===== src/hw/rtl/esp_pkg.sv =====
// Shared types and constants for the elapsed-sleep prior reweighting block.
package esp_pkg;

  localparam int NSTAGE = 5;
  localparam int VAL_W  = 16;
  localparam int PROD_W = 32;
  localparam int SUM_W  = 35;
  localparam int NUM_W  = 48;
  localparam int Q_W    = 16;
  localparam int BIN_OUT_W = 6;

  // Item command codes.
  localparam logic CMD_LOAD  = 1'b0;
  localparam logic CMD_EPOCH = 1'b1;

  typedef logic [VAL_W-1:0]  val_t;
  typedef logic [PROD_W-1:0] prod_t;
  typedef logic [SUM_W-1:0]  sum_t;
  typedef logic [NUM_W-1:0]  num_t;
  typedef logic [Q_W-1:0]    quot_t;

  typedef struct packed {
    logic start;
    num_t num;
    sum_t den;
  } div_req_t;

  typedef struct packed {
    logic  done;
    quot_t quot;
  } div_rsp_t;

endpackage


===== src/hw/rtl/esp_div.sv =====
// Restoring divider, one quotient bit per cycle, for the renormalizing step.
module esp_div (
  input  logic              clk,
  input  logic              rst_n,
  input  esp_pkg::div_req_t req,
  output esp_pkg::div_rsp_t rsp
);

  localparam int CNT_W = $clog2(esp_pkg::Q_W + 1);

  esp_pkg::sum_t  rem_r;
  esp_pkg::sum_t  den_r;
  esp_pkg::quot_t low_r;
  esp_pkg::quot_t q_r;
  logic [CNT_W-1:0] cnt_r;
  logic busy_r;
  logic done_r;

  logic [esp_pkg::SUM_W:0] shifted;
  logic [esp_pkg::SUM_W:0] diff;
  logic                    fits;

  // The high half of the numerator is already below the divisor, so only
  // the low sixteen bits are brought down.
  assign shifted = {rem_r, low_r[esp_pkg::Q_W-1]};
  assign diff    = shifted - {1'b0, den_r};
  assign fits    = (shifted >= {1'b0, den_r});

  always_ff @(posedge clk) begin
    if (!rst_n) begin
      busy_r <= 1'b0;
      done_r <= 1'b0;
      cnt_r  <= '0;
    end else begin
      done_r <= 1'b0;
      if (req.start) begin
        busy_r <= 1'b1;
        cnt_r  <= CNT_W'(esp_pkg::Q_W);
      end else if (busy_r) begin
        cnt_r <= cnt_r - CNT_W'(1);
        if (cnt_r == CNT_W'(1)) begin
          busy_r <= 1'b0;
          done_r <= 1'b1;
        end
      end
    end
  end

  always_ff @(posedge clk) begin
    if (req.start) begin
      rem_r <= esp_pkg::SUM_W'(req.num[esp_pkg::NUM_W-1:esp_pkg::Q_W]);
      low_r <= req.num[esp_pkg::Q_W-1:0];
      den_r <= req.den;
      q_r   <= '0;
    end else if (busy_r) begin
      rem_r <= fits ? diff[esp_pkg::SUM_W-1:0] : shifted[esp_pkg::SUM_W-1:0];
      low_r <= {low_r[esp_pkg::Q_W-2:0], 1'b0};
      q_r   <= {q_r[esp_pkg::Q_W-2:0], fits};
    end
  end

  assign rsp.done = done_r;
  assign rsp.quot = q_r;

endmodule


===== config.mk =====
export PLATFORM = sky130hd
export DESIGN_NAME = esp_div
export DESIGN_NICKNAME = d
export VERILOG_FILES = /design/src/hw/rtl/esp_pkg.sv /design/src/hw/rtl/esp_div.sv
export SDC_FILE = /design/constraint.sdc
export NUM_CORES = 1
export LEC_CHECK = 0
export BUFFER_PORTS_ARGS = -buffer_cell sky130_fd_sc_hd__buf_4
export CAP_MARGIN = 40
export CORE_ASPECT_RATIO = 0.8
export CORE_MARGIN = 2
export CORE_UTILIZATION = 25
export CTS_CLUSTER_DIAMETER = 120
export CTS_CLUSTER_SIZE = 25
export DETAILED_ROUTE_END_ITERATION = 10
export GPL_TIMING_DRIVEN = 0
export SETUP_SLACK_MARGIN = 0.1
export SYNTH_ARGS = -nofsm -noshare
export SYNTH_HDL_FRONTEND = slang
export SYNTH_SLANG_ARGS = --single-unit

===== constraint.sdc =====
create_clock -name clk -period 3.5 [get_ports clk]
set_input_delay 0.525 -clock clk [delete_from_list [all_inputs] [get_ports clk]]
set_output_delay 0.525 -clock clk [all_outputs]
set_load 0.1 [all_outputs]

==> results.toml <==
[clocking]
insertion_delay_ns = 0.37
htree_num_levels = 3
clk_pin_slew_ns = 0.08
cts_buffer_depth = 2
cts_tree = "done"
numCtsBuffers = 9
cts_root_buffer = "clkbuf_16"
cts.sinks = 109
postCtsHoldBufs = 0

[sta]
worst_pin_slew_ns = 0.816
max_freq_mhz = 305
setup_viol = 0
maxSlewViolCount = 0
slew_headroom = 0.456
worst_clock_skew_ns = 0.0115
hold_viol = 0
layout_setup_ws_ns = 0.226
period_minus_slack_ns = 3.27
grt_setup_unrepaired = "true"
final.period_utilization = 0.935

[global_routing]
grt_remaining_overflow = 0
grt.total_usage = 0.130
grt_pass1_wl_um = 27700
grt_max_degree = 39
grt_antenna_before_repair = 1
grt_pass1_vias = 5016

[pwr]
switchingPower_mw = 1.71
p_leak_nw = 3.39
power.share.clock = 0.233
p_comb_frac = 0.416
seqPwrFrac = 0.352
max-vdd-ir-drop_v = 0.000237
power.internal_mw = 3.02
switching_share = 0.362
power_density_nw_per_um2 = 566

[critical_path]
crit_type = "reg2reg"
crit_path_end_kind = "flop"
required_ns = 3.62
cp_slowest_stage_delay_ns = 0.54
critPathMostFrequentCell = "mux2_2"
crit_chain = "ha_1 -> nand4_4 -> or4_4 -> o221a_4 -> and4bb_4 -> nor2_4 -> buf_8 -> mux2_2 -> mux2_2"
worst_setup_path_start_kind = "flop"
critPathMaxFanout = 6
cp_slowest_cell = "or4_4"
worstPathArrival_ns = 3.40

[place]
dp_slack_ns = -0.130
routabilityCongestion = 0.843
port_buffers = 102
dp_hpwl_um = 13000

[floorplan]
initial_core_util = 0.253
die-area_um2 = 27900
dieWidth_um = 186
num_rows = 53
core_um2 = 26200
fp.dieH_um = 150
io_pins = 103

[hold_path]
hp-class = "in2reg"

[drt]
drc = 0
avgRoutedWirePerCell_um = 15.8
avgViaCountPerCell = 4.64
dr.pass1.iters = 5
postRouteAntennaNets = 0
wl_um = 17600
vias = 5164
drtIter0Drc = 360

[finish]
final_nets = 876
fill_cells = 2716
final_core_util = 0.319
multiInputGateArea_um2 = 3350
register_area_um2 = 3010
drive_above_1_share = 0.271
num_antenna_cells = 0
area_growth_pct = 26.1

[synthesis]
synthArstFlopShare = 0
yosys_most_used_dff = "edfxtp_1"
synth-seq-area-share = 0.454
netlist_instances = 631
synth_nets = 755
syn-cell-area_um2 = 6630
synth_edf_count = 83
avgSynthCellArea_um2 = 10.5
ys_ff_latch = 109
yosysWarnings = 0
ys_types = 64

[run_status]
status = "finished clean"

[flow_run]
max-cap-violations = 0
[cell usage after synthesis (5+ instances only)]
cell      number  area share
o21ai_0       30       0.023
o21a_1         6      0.0068
dfxtp_1       26       0.078
ha_1          37       0.070
and3_1         5      0.0047
a221o_1        7       0.011
xor2_1        16       0.021
nand2b_1       8      0.0075
inv_1         43       0.024
nand3_1       10      0.0075
mux2_2        45       0.076
nor3_1        11      0.0083
nand4_1        7      0.0066
edfxtp_1      83        0.38
a21oi_1       50       0.038
mux2i_1       16       0.024
a21o_1        18       0.020
nor2b_1       11       0.010
a31oi_1        6      0.0057
a211oi_1       8      0.0091
o21bai_1       6      0.0068
nor3b_1        8      0.0091
buf_2          5      0.0038
xnor2_1       15       0.020
nor2_1        42       0.024
nand2_1       32       0.018
clkbuf_1      21       0.012
[metrics by stage]
stage	power (mW)	instance area [µm²]	TNS (ns)	hold WS [ns]	cells
floorplan	3.04	6630	0	0.468	631
CTS	4.67	8240	0	0.299	1109
global placement	3.49	7840	-14.93	0.481	1090
detailed placement	3.51	7870	-3.84	0.491	1091
global route	5.05	8360	0	0.300	1114
finish	4.74	8360	0	0.321	1114
[layer usage]
layer / wire length [µm] / track usage
met1: 9010 / 0.191
met2: 7260 / 0.183
met3: 1110 / 0.0382
met4: 223 / 0.0350
met5: 16 / 0
[critical path: cells and delay by family, from the launching register on]
kind | cells | cell delay (ns)
AND/OR/NAND/NOR | 4 | 1.13
multiplexers | 2 | 0.60
adder cells (fa/ha/maj) | 1 | 0.46
flip-flops | 1 | 0.41
AO/OA/AOI/OAI | 1 | 0.27
buffers and inverters | 1 | 0.16
[area by class of cell]
class | instances | share of cell area
plain buffers | 37 | 0.0250
clock buffers | 10 | 0.0299
clock inverters | 6 | 0.00838
inverters | 43 | 0.0193
multi-input cells | 442 | 0.400
flip-flops and latches | 109 | 0.360
well taps | 357 | 0.0534
repair buffers | 110 | 0.103
[state kept, by name (all words and copies together), names as in the netlist]
name	cells
den_r	35
rem_r	35
low_r	16
q_r	16
cnt_r	5
busy_r	1
done_r	1
[what timing repair did]
action | CTS | global route
buffers inserted | 2 | 4
endpoints found under the setup margin | 14 | 35
resized for setup | 6 | 18
pin swaps | 1 | 7
cloned | 0 | 1
[power by group through the flow]
stage | clock, mW | sequential, mW | combinational (mW)
2_1_floorplan | 0 | 1.68 | 1.36
3_3_place_gp | 0 | 1.69 | 1.80
3_5_place_dp | 0 | 1.69 | 1.82
4_1_cts | 1.14 | 1.66 | 1.86
5_1_grt | 1.19 | 1.68 | 2.17
6_report | 1.10 | 1.66 | 1.97
[cell families (layout without fill, tap and decap cells)]
| logic type | after synthesis | after routing | share of synthesized area |
|---|---|---|---|
| buffers and inverters | 80 | 206 | 0.0525 |
| AO/OA/AOI/OAI | 156 | 156 | 0.154 |
| flip-flops | 109 | 109 | 0.454 |
| adder cells (fa/ha/maj) | 38 | 38 | 0.0728 |
| AND/OR/NAND/NOR | 156 | 156 | 0.125 |
| XOR/XNOR | 31 | 31 | 0.0409 |
| multiplexers | 61 | 61 | 0.101 |
[placed cells by master (no fill, tap or decap), types with 16 or more instances in the layout]
master	n
buf_4	112
edfxtp_1	83
a21oi_1	50
mux2_2	45
inv_1	43
nor2_1	42
ha_1	37
nand2_1	32
o21ai_0	30
dfxtp_1	26
clkbuf_1	19
a21o_1	18
xor2_1	16
[final timing paths]
path | from | to | slack (ns) | cells past startpoint
setup / recovery | rem_r[16] | rem_r[20] | 0.23 | 9
hold / removal | req[33] | den_r[33] | 0.32 | 1
setup reg to reg | rem_r[16] | rem_r[20] | 0.23 | 9
hold reg to reg | cnt_r[1] | cnt_r[1] | 0.50 | 2
Note: power is estimated with default switching activity, not from simulation.
